**config.mk**
```make
export PLATFORM = sky130hd
export DESIGN_NAME = tca_queue
export DESIGN_NICKNAME = d
export VERILOG_FILES = /design/src/hdl/tca_pkg.sv /design/src/hdl/tca_queue.sv
export SDC_FILE = /design/constraint.sdc
export NUM_CORES = 1
export LEC_CHECK = 0
export BUFFER_PORTS_ARGS = -buffer_cell sky130_fd_sc_hd__buf_2
export CAP_MARGIN = 10
export CELL_PAD_IN_SITES_DETAIL_PLACEMENT = 0
export CELL_PAD_IN_SITES_GLOBAL_PLACEMENT = 1
export CORE_UTILIZATION = 44
export CTS_CLUSTER_SIZE = 20
export DETAILED_ROUTE_END_ITERATION = 8
export PLACE_DENSITY_LB_ADDON = 0.1
export SKIP_LAST_GASP = 1
export SLEW_MARGIN = 20
export SYNTH_ARGS = -nofsm -noshare
export SYNTH_HDL_FRONTEND = slang
export SYNTH_SLANG_ARGS = --single-unit
export TNS_END_PERCENT = 20
```
**constraint.sdc**
```tcl
create_clock -name clk -period 10.1 [get_ports clk]
set_clock_uncertainty 0.05 [all_clocks]
set_input_delay 2.02 -clock clk [delete_from_list [all_inputs] [get_ports clk]]
set_output_delay 2.02 -clock clk [all_outputs]
set_load 0.02 [all_outputs]
```
**src/hdl/tca_pkg.sv**
```systemverilog
// ----------------------------------------------------------------------------
// tca_pkg
// Shared types and constants for the trade candle aggregator.
// ----------------------------------------------------------------------------
package tca_pkg;

  localparam int unsigned MaxFill = 63;
  localparam int unsigned FillW   = 6;
  localparam logic [31:0] IntervalReset = 32'd1000;

  // One classified trade as passed from the front part to the back part.
  typedef struct packed {
    logic [47:0] idx;
    logic [31:0] price;
    logic [63:0] vol;
    logic        sell;
  } trade_item_t;

  typedef struct packed {
    logic [48:0] bar_end_time;
    logic [31:0] bar_high;
    logic [31:0] bar_avg;
    logic [31:0] bar_low;
    logic [63:0] buy_volume;
    logic [63:0] sell_volume;
    logic [31:0] buy_trades;
    logic [31:0] sell_trades;
    logic        is_gap_bar;
    logic        gap_truncated;
    logic        last_of_run;
  } bar_item_t;

  // Queue status seen by the front and back parts.
  typedef struct packed {
    logic full;
    logic empty;
  } q_status_t;

  function automatic logic [63:0] sat_add64(input logic [63:0] a, input logic [63:0] b);
    logic [64:0] s;
    s = {1'b0, a} + {1'b0, b};
    return s[64] ? {64{1'b1}} : s[63:0];
  endfunction

  function automatic logic [31:0] sat_inc32(input logic [31:0] a);
    return (a == {32{1'b1}}) ? a : a + 32'd1;
  endfunction

endpackage

```
**src/hdl/tca_queue.sv**
```systemverilog
// ----------------------------------------------------------------------------
// tca_queue
// Two-entry queue of classified trades between the front and back parts.
// ----------------------------------------------------------------------------
module tca_queue (
  input  logic                 clk,
  input  logic                 rst_n,
  input  logic                 push,
  input  tca_pkg::trade_item_t push_item,
  input  logic                 pop,
  output tca_pkg::trade_item_t head,
  output tca_pkg::q_status_t   stat
);
  import tca_pkg::*;

  trade_item_t mem_r [2];
  logic        wp_r;
  logic        rp_r;
  logic [1:0]  cnt_r;

  always_ff @(posedge clk) begin
    if (!rst_n) begin
      wp_r  <= 1'b0;
      rp_r  <= 1'b0;
      cnt_r <= '0;
    end else begin
      if (push) wp_r <= ~wp_r;
      if (pop)  rp_r <= ~rp_r;
      cnt_r <= cnt_r + {1'b0, push} - {1'b0, pop};
    end
  end

  always_ff @(posedge clk) begin
    if (push) mem_r[wp_r] <= push_item;
  end

  assign head       = mem_r[rp_r];
  assign stat.full  = (cnt_r == 2'd2);
  assign stat.empty = (cnt_r == 2'd0);

endmodule

```
==> run summary <==
Critical path's slowest cell -> buf_4
Met2 routed WL -> 10.3 mm
Clk Latency, worst-skew pair -> 0.53 ns
Final antenna-violating net count -> 0
Routed met3 length -> 1.77 mm
WP data required -> 8.03 ns
H-tree Lvls -> 1
Ys Warns -> 0
P per Cell Area -> 206 nW/µm²
All-Layer GR Usage -> 15.6%
Status -> finished clean
EDFF count, synth -> 290
Chip height -> 159 µm
CTS tree -> yes
Ys async rst share -> 0%
Maxcap violations -> 0
Core Area -> 24200 µm²
RR Endpoint -> mem_r[1][84]
Count leader, synth -> edfxtp_1
Top cells by count, synth -> edfxtp_1, mux2_2, mux2_4
Final Max Tran Viols -> 0
Yosys cell types -> 14
DRT Wirelength -> 20.3 mm
Cell accounting for the most synthesized area -> edfxtp_1
Clk root buf -> clkbuf_16
Delay of the slowest critical-path stage -> 0.79 ns
Worst EP arrival -> 2.62 ns
Worst slew margin -> 30.5%
Placed instance count -> 1080
Iteration-0 DRC Markers -> 257
Hold Buf Count CTS -> 0
Synth Net Count -> 623
Setup violators final -> 0
Starting Density -> 44.9%
DR top layer -> met5
CTS Sinks -> 295
Peak fanout along the critical path -> 59
Worst reg2reg startpoint -> wp_r
Routed length per instance -> 17.8 µm
First-pass GRT wire length -> 30.4 mm
Drt first pass iters -> 4
Achievable Freq -> 213 MHz
Die width -> 159 µm
Clock transition at path regs -> 0.06 ns
Area delta synth->final -> 25.3%
Setup Total Neg Slack -> 0 ns
Worst hold start -> rp_r
Worst-Margin Slew -> 1.04 ns
Total power -> 0.00281 W
Worst r2r path cells -> 2
Crit path capture -> head[86]
Die area -> 25400 µm²
Worst reg2reg setup slack -> 7.42 ns
Final Wtd Congestion -> 0.747
Initial antenna violation count -> 4
Crit path launch type -> flip-flop
Number of global-route vias before repair -> 5644
Post-synth top area share -> 80.1%
Setup bufs post-CTS -> 0
Maximum VDD drop -> 124 µV
Via density -> 4.77
DR vias -> 5425
DP HPWL -> 13.2 mm
Final Non-Filler Cells -> 1138
Post-cts sizing count -> 0
RSZ-0062 raised after global routing -> no
Port Buffers -> 295
Fin crit period -> 4.69 ns
IO Pins -> 296
Remaining routing DRC violations -> 0
Cell Rows -> 57
Seq/Total Area, Yosys -> 81.0%
Largest net degree at the start of global routing -> 77
Fin nets -> 939
GRT overflow -> 0
Syn avg cell area -> 23.0 µm²
Clock buffer depth -> 3
Crit path kind -> flip-flop to primary output
Synth Register Bits -> 295
Ys flop type -> edfxtp_1
Final hold violations -> 0
Cts bufs inserted -> 30
Worst path cell trace -> buf_4 > mux2_2 > buf_2
Layout cells sized above 1 -> 60.1%
P_leak -> 5.21 nW
Worst setup EP type -> primary output
HP Class -> flip-flop to flip-flop
Area contributors post-synth -> edfxtp_1, mux2_2, mux2_4
Syn Std Cell Area -> 10900 µm²
Synthesized instance count -> 472
Metal-1 WL -> 7.91 mm
Tcrit/Tclk final -> 46.4%
-- registers in the layout (all words and copies together), names as in the netlist, named ones only --
signal and count:
cnt_r 2, wp_r 1, mem_r 290, rp_r 1
-- per-stage QoR --
stage / hold slack [ns] / utilization [%] / worst slack [ns] / instance area (µm²)
6_report: 0.530 / 56.2 / 5.41 / 13600
5_1_grt: 0.574 / 56.2 / 5.26 / 13600
4_1_cts: 0.533 / 56.2 / 5.35 / 13600
3_5_place_dp: 0.520 / 52.3 / 5.66 / 12700
3_3_place_gp: 0.505 / 52.3 / 5.72 / 12700
2_1_floorplan: 0.505 / - / 1.06 / 10900
-- how the worst min path moves through the flow --
stage,cells past startpoint,end,slack (ns)
2_1_floorplan,2,flip-flop,0.50
3_3_place_gp,2,flip-flop,0.50
3_5_place_dp,2,flip-flop,0.52
4_1_cts,2,flip-flop,0.53
5_1_grt,2,rp_r,0.57
6_report,2,flip-flop,0.53
-- kinds of logic (layout without fill, tap and decap cells) --
logic type / Yosys count / after routing / synth area share [%]
other: 0 / 2 / 0
DFF: 295 / 295 / 81.0
and+or+nand+nor: 9 / 9 / 0.494
xor gates and xnor gates: 2 / 2 / 0.288
adders and majority gates: 2 / 2 / 0.230
AOI/OAI and AO/OA: 1 / 1 / 0.0690
buffers and inverters: 18 / 358 / 1.21
muxes: 145 / 145 / 16.7
-- power breakdown --
part | switching (W) | internal, W | total [W]
clock | 0.000423 | 0.000620 | 0.00104
combinational | 0.000189 | 0.000142 | 0.000331
sequential | 0.0000194 | 0.00142 | 0.00144
-- cell type report --
class,instances,area (µm²)
Multi-Input combinational cell,159,1950
Inverter,2,7.51
Fill cell,1955,10600
Sequential cell,295,8810
Clock inverter,12,105
Timing Repair Buffer,300,1510
Antenna cell,2,5.00
Tap cell,324,405
Clock buffer,44,835
-- critical path, delay by kind of cell (launching register included) --
family | cells | cell delay [ns]
DFF | 1 | 0.64
buffers and inverters | 2 | 0.96
muxes | 1 | 0.44
-- per-layer routing --
layer  up-vias  global-route usage [%]
met5         -                       0
met4         4                    4.24
met3        29                    5.42
met2       198                    27.0
met1      2682                    18.4
li1       2512                       -
-- layout by cell type, fill, tap and decap left out, types with 2 or more instances in the layout --
cell,instances
clkbuf_1,12
dfxtp_1,4
clkbuf_16,31
and2_1,3
bufinv_16,2
diode_2,2
mux2_4,50
clkinv_1,4
buf_4,5
buf_2,295
edfxtp_1,290
inv_1,2
ha_1,2
nor2b_1,3
clkinv_2,6
mux2_2,95
(Power assumes the default switching activity.)
