File: src/hdl/tca_pkg.sv
// ----------------------------------------------------------------------------
// tca_pkg
// Shared types and constants for the trade candle aggregator.
// ----------------------------------------------------------------------------
package tca_pkg;

  localparam int unsigned MaxFill = 63;
  localparam int unsigned FillW   = 6;
  localparam logic [31:0] IntervalReset = 32'd1000;

  // One classified trade as passed from the front part to the back part.
  typedef struct packed {
    logic [47:0] idx;
    logic [31:0] price;
    logic [63:0] vol;
    logic        sell;
  } trade_item_t;

  typedef struct packed {
    logic [48:0] bar_end_time;
    logic [31:0] bar_high;
    logic [31:0] bar_avg;
    logic [31:0] bar_low;
    logic [63:0] buy_volume;
    logic [63:0] sell_volume;
    logic [31:0] buy_trades;
    logic [31:0] sell_trades;
    logic        is_gap_bar;
    logic        gap_truncated;
    logic        last_of_run;
  } bar_item_t;

  // Queue status seen by the front and back parts.
  typedef struct packed {
    logic full;
    logic empty;
  } q_status_t;

  function automatic logic [63:0] sat_add64(input logic [63:0] a, input logic [63:0] b);
    logic [64:0] s;
    s = {1'b0, a} + {1'b0, b};
    return s[64] ? {64{1'b1}} : s[63:0];
  endfunction

  function automatic logic [31:0] sat_inc32(input logic [31:0] a);
    return (a == {32{1'b1}}) ? a : a + 32'd1;
  endfunction

endpackage

File: src/hdl/tca_channels.sv
// ----------------------------------------------------------------------------
// tca channels
// Valid/ready channel interfaces for trades, bars and the interval register.
// ----------------------------------------------------------------------------
interface tca_in_if;
  logic        valid;
  logic        ready;
  logic [47:0] trade_time;
  logic [31:0] trade_price;
  logic [31:0] trade_qty;
  logic        sell_side;
  modport source (output valid, trade_time, trade_price, trade_qty, sell_side,
                  input ready);
  modport sink (input valid, trade_time, trade_price, trade_qty, sell_side,
                output ready);
endinterface


File: src/hdl/tca_div.sv
// ----------------------------------------------------------------------------
// tca_div
// Restoring divider, 64-bit dividend by 33-bit divisor, one bit per cycle.
// ----------------------------------------------------------------------------
module tca_div (
  input  logic        clk,
  input  logic        rst_n,
  input  logic        start,
  input  logic [63:0] dividend,
  input  logic [32:0] divisor,
  output logic        done,
  output logic [63:0] quotient
);
  import tca_pkg::*;

  logic        busy_r;
  logic [6:0]  cnt_r;
  logic        done_r;
  logic [32:0] rem_r;
  logic [63:0] quo_r;
  logic [32:0] div_r;
  logic [33:0] trial;
  logic        fits;

  assign trial = {rem_r, quo_r[63]};
  assign fits  = trial >= {1'b0, div_r};

  always_ff @(posedge clk) begin
    if (!rst_n) begin
      busy_r <= 1'b0;
      done_r <= 1'b0;
      cnt_r  <= '0;
    end else begin
      done_r <= 1'b0;
      if (start) begin
        busy_r <= 1'b1;
        cnt_r  <= '0;
      end else if (busy_r) begin
        cnt_r <= cnt_r + 7'd1;
        if (cnt_r == 7'd63) begin
          busy_r <= 1'b0;
          done_r <= 1'b1;
        end
      end
    end
  end

  always_ff @(posedge clk) begin
    if (start) begin
      rem_r <= '0;
      quo_r <= dividend;
      div_r <= divisor;
    end else if (busy_r) begin
      rem_r <= fits ? 33'(trial - {1'b0, div_r}) : trial[32:0];
      quo_r <= {quo_r[62:0], fits};
    end
  end

  assign done     = done_r;
  assign quotient = quo_r;

endmodule

File: src/hdl/tca_front.sv
// ----------------------------------------------------------------------------
// tca_front
// Accepts trades, finds the bar index and the trade volume.
// ----------------------------------------------------------------------------
module tca_front (
  input  logic                 clk,
  input  logic                 rst_n,
  tca_in_if.sink               in_ch,
  input  logic [31:0]          iv,
  input  tca_pkg::q_status_t   q_stat,
  output logic                 push,
  output tca_pkg::trade_item_t push_item
);
  import tca_pkg::*;

  typedef enum logic [1:0] {F_IDLE, F_DIV, F_PUSH} fstate_t;

  fstate_t     st_r;
  logic [31:0] price_r;
  logic [63:0] vol_r;
  logic        sell_r;
  logic [47:0] idx_r;
  logic        accept;
  logic        div_done;
  logic [63:0] div_q;

  assign in_ch.ready = (st_r == F_IDLE);
  assign accept      = in_ch.valid && in_ch.ready;

  tca_div u_div (
    .clk      (clk),
    .rst_n    (rst_n),
    .start    (accept),
    .dividend ({16'b0, in_ch.trade_time}),
    .divisor  ({1'b0, iv}),
    .done     (div_done),
    .quotient (div_q)
  );

  always_ff @(posedge clk) begin
    if (!rst_n) begin
      st_r <= F_IDLE;
    end else begin
      unique case (st_r)
        F_IDLE: if (accept) st_r <= F_DIV;
        F_DIV:  if (div_done) st_r <= F_PUSH;
        F_PUSH: if (!q_stat.full) st_r <= F_IDLE;
        default: st_r <= F_IDLE;
      endcase
    end
  end

  always_ff @(posedge clk) begin
    if (accept) begin
      price_r <= in_ch.trade_price;
      sell_r  <= in_ch.sell_side;
      vol_r   <= {32'b0, in_ch.trade_qty} * {32'b0, in_ch.trade_price};
    end
    if (st_r == F_DIV && div_done) begin
      idx_r <= div_q[47:0];
    end
  end

  assign push      = (st_r == F_PUSH) && !q_stat.full;
  assign push_item = '{idx: idx_r, price: price_r, vol: vol_r, sell: sell_r};

endmodule

File: src/flat_wrapper.sv
// flat-port wrapper written by rule: the top's interface ports become plain ports
module tca_front_flat import tca_pkg::*;
  (clk, rst_n, iv, q_stat, push, push_item, in_ch_valid, in_ch_trade_time, in_ch_trade_price, in_ch_trade_qty, in_ch_sell_side, in_ch_ready);
  tca_in_if in_ch_i ();
  input  logic clk;
  input  logic rst_n;
  input  logic [31:0] iv;
  input  tca_pkg::q_status_t q_stat;
  output logic push;
  output tca_pkg::trade_item_t push_item;
  input wire logic [$bits(in_ch_i.valid)-1:0] in_ch_valid;
  input wire logic [$bits(in_ch_i.trade_time)-1:0] in_ch_trade_time;
  input wire logic [$bits(in_ch_i.trade_price)-1:0] in_ch_trade_price;
  input wire logic [$bits(in_ch_i.trade_qty)-1:0] in_ch_trade_qty;
  input wire logic [$bits(in_ch_i.sell_side)-1:0] in_ch_sell_side;
  output wire logic [$bits(in_ch_i.ready)-1:0] in_ch_ready;
  assign in_ch_i.valid = in_ch_valid;
  assign in_ch_i.trade_time = in_ch_trade_time;
  assign in_ch_i.trade_price = in_ch_trade_price;
  assign in_ch_i.trade_qty = in_ch_trade_qty;
  assign in_ch_i.sell_side = in_ch_sell_side;
  assign in_ch_ready = in_ch_i.ready;
  tca_front u_core (.clk(clk), .rst_n(rst_n), .in_ch(in_ch_i), .iv(iv), .q_stat(q_stat), .push(push), .push_item(push_item));
endmodule
File: config.mk
export PLATFORM = sky130hd
export DESIGN_NAME = tca_front_flat
export DESIGN_NICKNAME = d
export VERILOG_FILES = /design/src/hdl/tca_pkg.sv /design/src/hdl/tca_channels.sv /design/src/hdl/tca_div.sv /design/src/hdl/tca_front.sv /design/src/flat_wrapper.sv
export SDC_FILE = /design/constraint.sdc
export NUM_CORES = 2
export LEC_CHECK = 0
export BUFFER_PORTS_ARGS = -buffer_cell sky130_fd_sc_hd__buf_2
export CORE_ASPECT_RATIO = 1.4
export CORE_MARGIN = 1
export CORE_UTILIZATION = 60
export DETAILED_ROUTE_END_ITERATION = 10
export MAX_ROUTING_LAYER = met4
export PLACE_DENSITY_LB_ADDON = 0.2
export SYNTH_ARGS = -nofsm -noshare
export SYNTH_HDL_FRONTEND = slang
export SYNTH_SLANG_ARGS = --single-unit
export TNS_END_PERCENT = 100
File: constraint.sdc
create_clock -name clk -period 19.2 [get_ports clk]
set_input_delay 3.84 -clock clk [delete_from_list [all_inputs] [get_ports clk]]
set_output_delay 3.84 -clock clk [all_outputs]
set_load 0.02 [all_outputs]
==> results.yml <==
outcome:
  status: "completed"
setup_path:
  worst-setup-path-type: "in2reg"
  required_ps: 19560
  crit_buf_inv: 5
  max_stage_delay_ps: 870
  path_cells: "buf_2 -> and2_1 -> fa_1 -> fa_1 -> fa_1 -> inv_1 -> fa_1 -> inv_1 -> fa_1 -> inv_1 -> fa_1 -> inv_1 -> fa_1 -> fa_1 -> ha_1 -> nand4_1 -> a2111oi_2 -> o21ai_1 -> a21oi_1 -> a311o_1 -> a21o_1 -> o21ai_2 -> o21ai_1 -> xor2_1"
  cp_slowest_cell: "a2111oi_2"
  cp_common_cell: "fa_1"
  cp_max_fo: 33
  path_delay_family: "adder cells"
  worst_ep_arrival_time_ps: 12530
  timing.reg2reg.setup_slack_ps: 15330
  worstSetupStartpointType: "primary input"
  endpoint_kind: "register"
global_routing:
  grt-ovfl-total: 0
  grt_pass1_vias: 34600
  grt_pass1_wl_um: 184000
  grt_max_degree: 74
  antenna_found_initial: 3
  grt.total_usage_pct: 32.6
synthesis:
  synth_edf_count: 225
  syn_area_um2: 44900
  synth.mux.area_fraction_pct: 0.516
  yosys.area_share.xor_xnor_pct: 1.79
  syn-num-nets: 5931
  synthArstFlopShare_pct: 0
  yosys_most_used_dff: "edfxtp_1"
  netlist_instances: 4588
  synth_simple_gate_area_share_pct: 16.5
  synth_top_family_by_area: "adder cells"
  synth_seq_area_share_pct: 17.7
  yosysWarnings: 0
  synthAdderAreaFrac_pct: 48.2
  ys_seq_elements: 285
  avgSynthCellArea_um2: 9.79
  synth-compound-area-share_pct: 5.35
  synth_cell_types: 85
route:
  drtPass1Iterations: 6
  drcViolationCount: 0
  ant_nets: 0
  drt-initial-drc-count: 1486
  finalWirelength_um: 116000
  viasPerCell: 5.66
  num_vias: 32000
  post_drt_wl_per_cell_um: 20.4
sta:
  fmax_mhz: 82.2
  tns_ps: 0
  period_needed_ps: 12170
  hold_violations: 0
  maxSlewViolCount: 0
  finalSetupViolations: 0
  skew_ps: 12.0
  period_share_pct: 63.4
  max-slew-margin-rel_pct: 17.2
  rsz0062_at_grt: "no"
  worstMarginPinSlew_ps: 1230
clock_network:
  cts-htree-levels: 1
  cts_tree: "built"
  clockBufferDepth: 3
  cts_buffers: 30
  postCtsSetupRepairBufs: 0
  insertion_delay_ps: 610
  clock-sinks: 285
  clkTransAtPathRegs_ps: 60
  clockRootBuffer: "clkbuf_16"
  cts_hold_buf: 0
  postCtsResizedCells: 0
floorplanning:
  row_count: 118
  die_w_um: 233
  start_util_pct: 60.7
  core-area_um2: 74000
  fp.dieArea_um2: 75900
  die_h_um: 326
  io_pins: 297
finish:
  ff_latch_area_um2: 7960
  drive_gt1_share_pct: 8.56
  multiInputGateArea_um2: 32500
  area_growth_pct: 6.28
  fin_nets: 6016
  nFillCells: 6051
min_path:
  min_path_type: "reg2reg"
job:
  drv_cap: 0
place:
  place.port_buffers: 295
  dpl.hpwl_um: 87700
  place_congestion: 0.940
through the flow:
step                      utilization (%)  setup WS, ps  std cells  instance area [µm²]  hold WS [ps]
final                                64.5          7030       5661                47700           444
after global routing                 64.5          7020       5658                47700           455
after CTS                            64.5          7210       5656                47700           444
after detailed placement             63.2          6560       5601                46700           434
after global placement               63.2          6630       5601                46700           430
after floorplan                         -          8450       4588                44900           426
synth_stat cells, types with 11 or more instances:
library cell / number / share of area, %
nor2_1: 82 / 0.69
o21a_1: 12 / 0.20
a21oi_1: 106 / 1.2
inv_1: 913 / 7.6
nand3_1: 29 / 0.32
xor2_1: 41 / 0.80
nor2b_1: 11 / 0.15
edfxtp_1: 225 / 15
a21o_1: 53 / 0.89
nor3_1: 18 / 0.20
o21ai_1: 18 / 0.20
and3_1: 11 / 0.15
dfxtp_1: 60 / 2.7
o21ai_0: 55 / 0.61
ha_1: 296 / 8.2
xnor2_1: 51 / 0.99
clkbuf_1: 240 / 2.0
fa_1: 897 / 40
and2_1: 621 / 8.7
nand2_1: 628 / 5.2
nand4_1: 27 / 0.38
o21bai_1: 16 / 0.27
buf_2: 12 / 0.13
mux2i_1: 22 / 0.49
cell families after synthesis:
| group | Yosys count |
|---|---|
| compound gates | 355 |
| simple gates | 1469 |
| xor+xnor | 92 |
| mux | 23 |
| fa+ha+maj | 1193 |
| buf+inv | 1171 |
| flops | 285 |
worst paths after layout:
kind                                             from                                  end  depth (start not counted)
setup reg to reg      u_core.u_div.div_r[0]$_DFFE_PP_  u_core.u_div.rem_r[32]$_SDFFE_PP0P_                         13
hold / removal    u_core.u_div.quotient[12]$_DFFE_PP_           u_core.idx_r[12]$_DFFE_PP_                          0
hold reg to reg   u_core.u_div.quotient[12]$_DFFE_PP_           u_core.idx_r[12]$_DFFE_PP_                          0
setup / recovery                 in_ch_trade_price[6]           u_core.vol_r[60]$_DFFE_PP_                         24
final cells by class:
cell class                      count  area share, %
Tap cell                          960           2.52
Inverter                          914           7.21
Multi-Input combinational cell   3132           68.2
Timing Repair Buffer              310           3.33
Sequential cell                   285           16.7
Clock buffer                       36           1.67
Antenna cell                        5         0.0262
Clock inverter                     19          0.370
per-layer routing:
layer	global-route usage [%]	share of wire (%)	up-vias
met3	3.34	4.9	377
met4	18.3	6.6	0
met1	35.3	35	16500
li1	-	-	14000
met2	57.8	54	1098
met5	-	0	-
registers in the layout, indices dropped and copies added, names as in the netlist:
| register | cells |
|---|---|
| u_core.u_div.quotient | 64 |
| u_core.vol_r | 64 |
| u_core.idx_r | 48 |
| u_core.u_div.rem_r | 33 |
| u_core.price_r | 32 |
| u_core.u_div.div_r | 32 |
| u_core.u_div.cnt_r | 7 |
| u_core.st_r | 2 |
| u_core.sell_r | 1 |
| u_core.u_div.busy_r | 1 |
| u_core.u_div.done | 1 |
cell usage in the layout (no fill, tap or decap), types with 41 or more instances in the layout:
cell,instances
inv_1,911
fa_1,897
nand2_1,627
and2_1,621
ha_1,296
buf_2,295
edfxtp_1,225
a21oi_1,106
nor2_1,81
dfxtp_1,59
o21ai_0,55
a21o_1,53
xnor2_1,51
xor2_1,41
worst register-to-register path, delay by kind of cell (launching register included):
family          cells  cell delay, ps
fa+ha+maj           2             690
buf+inv             1             410
compound gates      6            1390
simple gates        4             890
flops               1             430
Power is not shown: default switching activity piles up to over one toggle a cycle in this logic, so the estimate is an artifact.
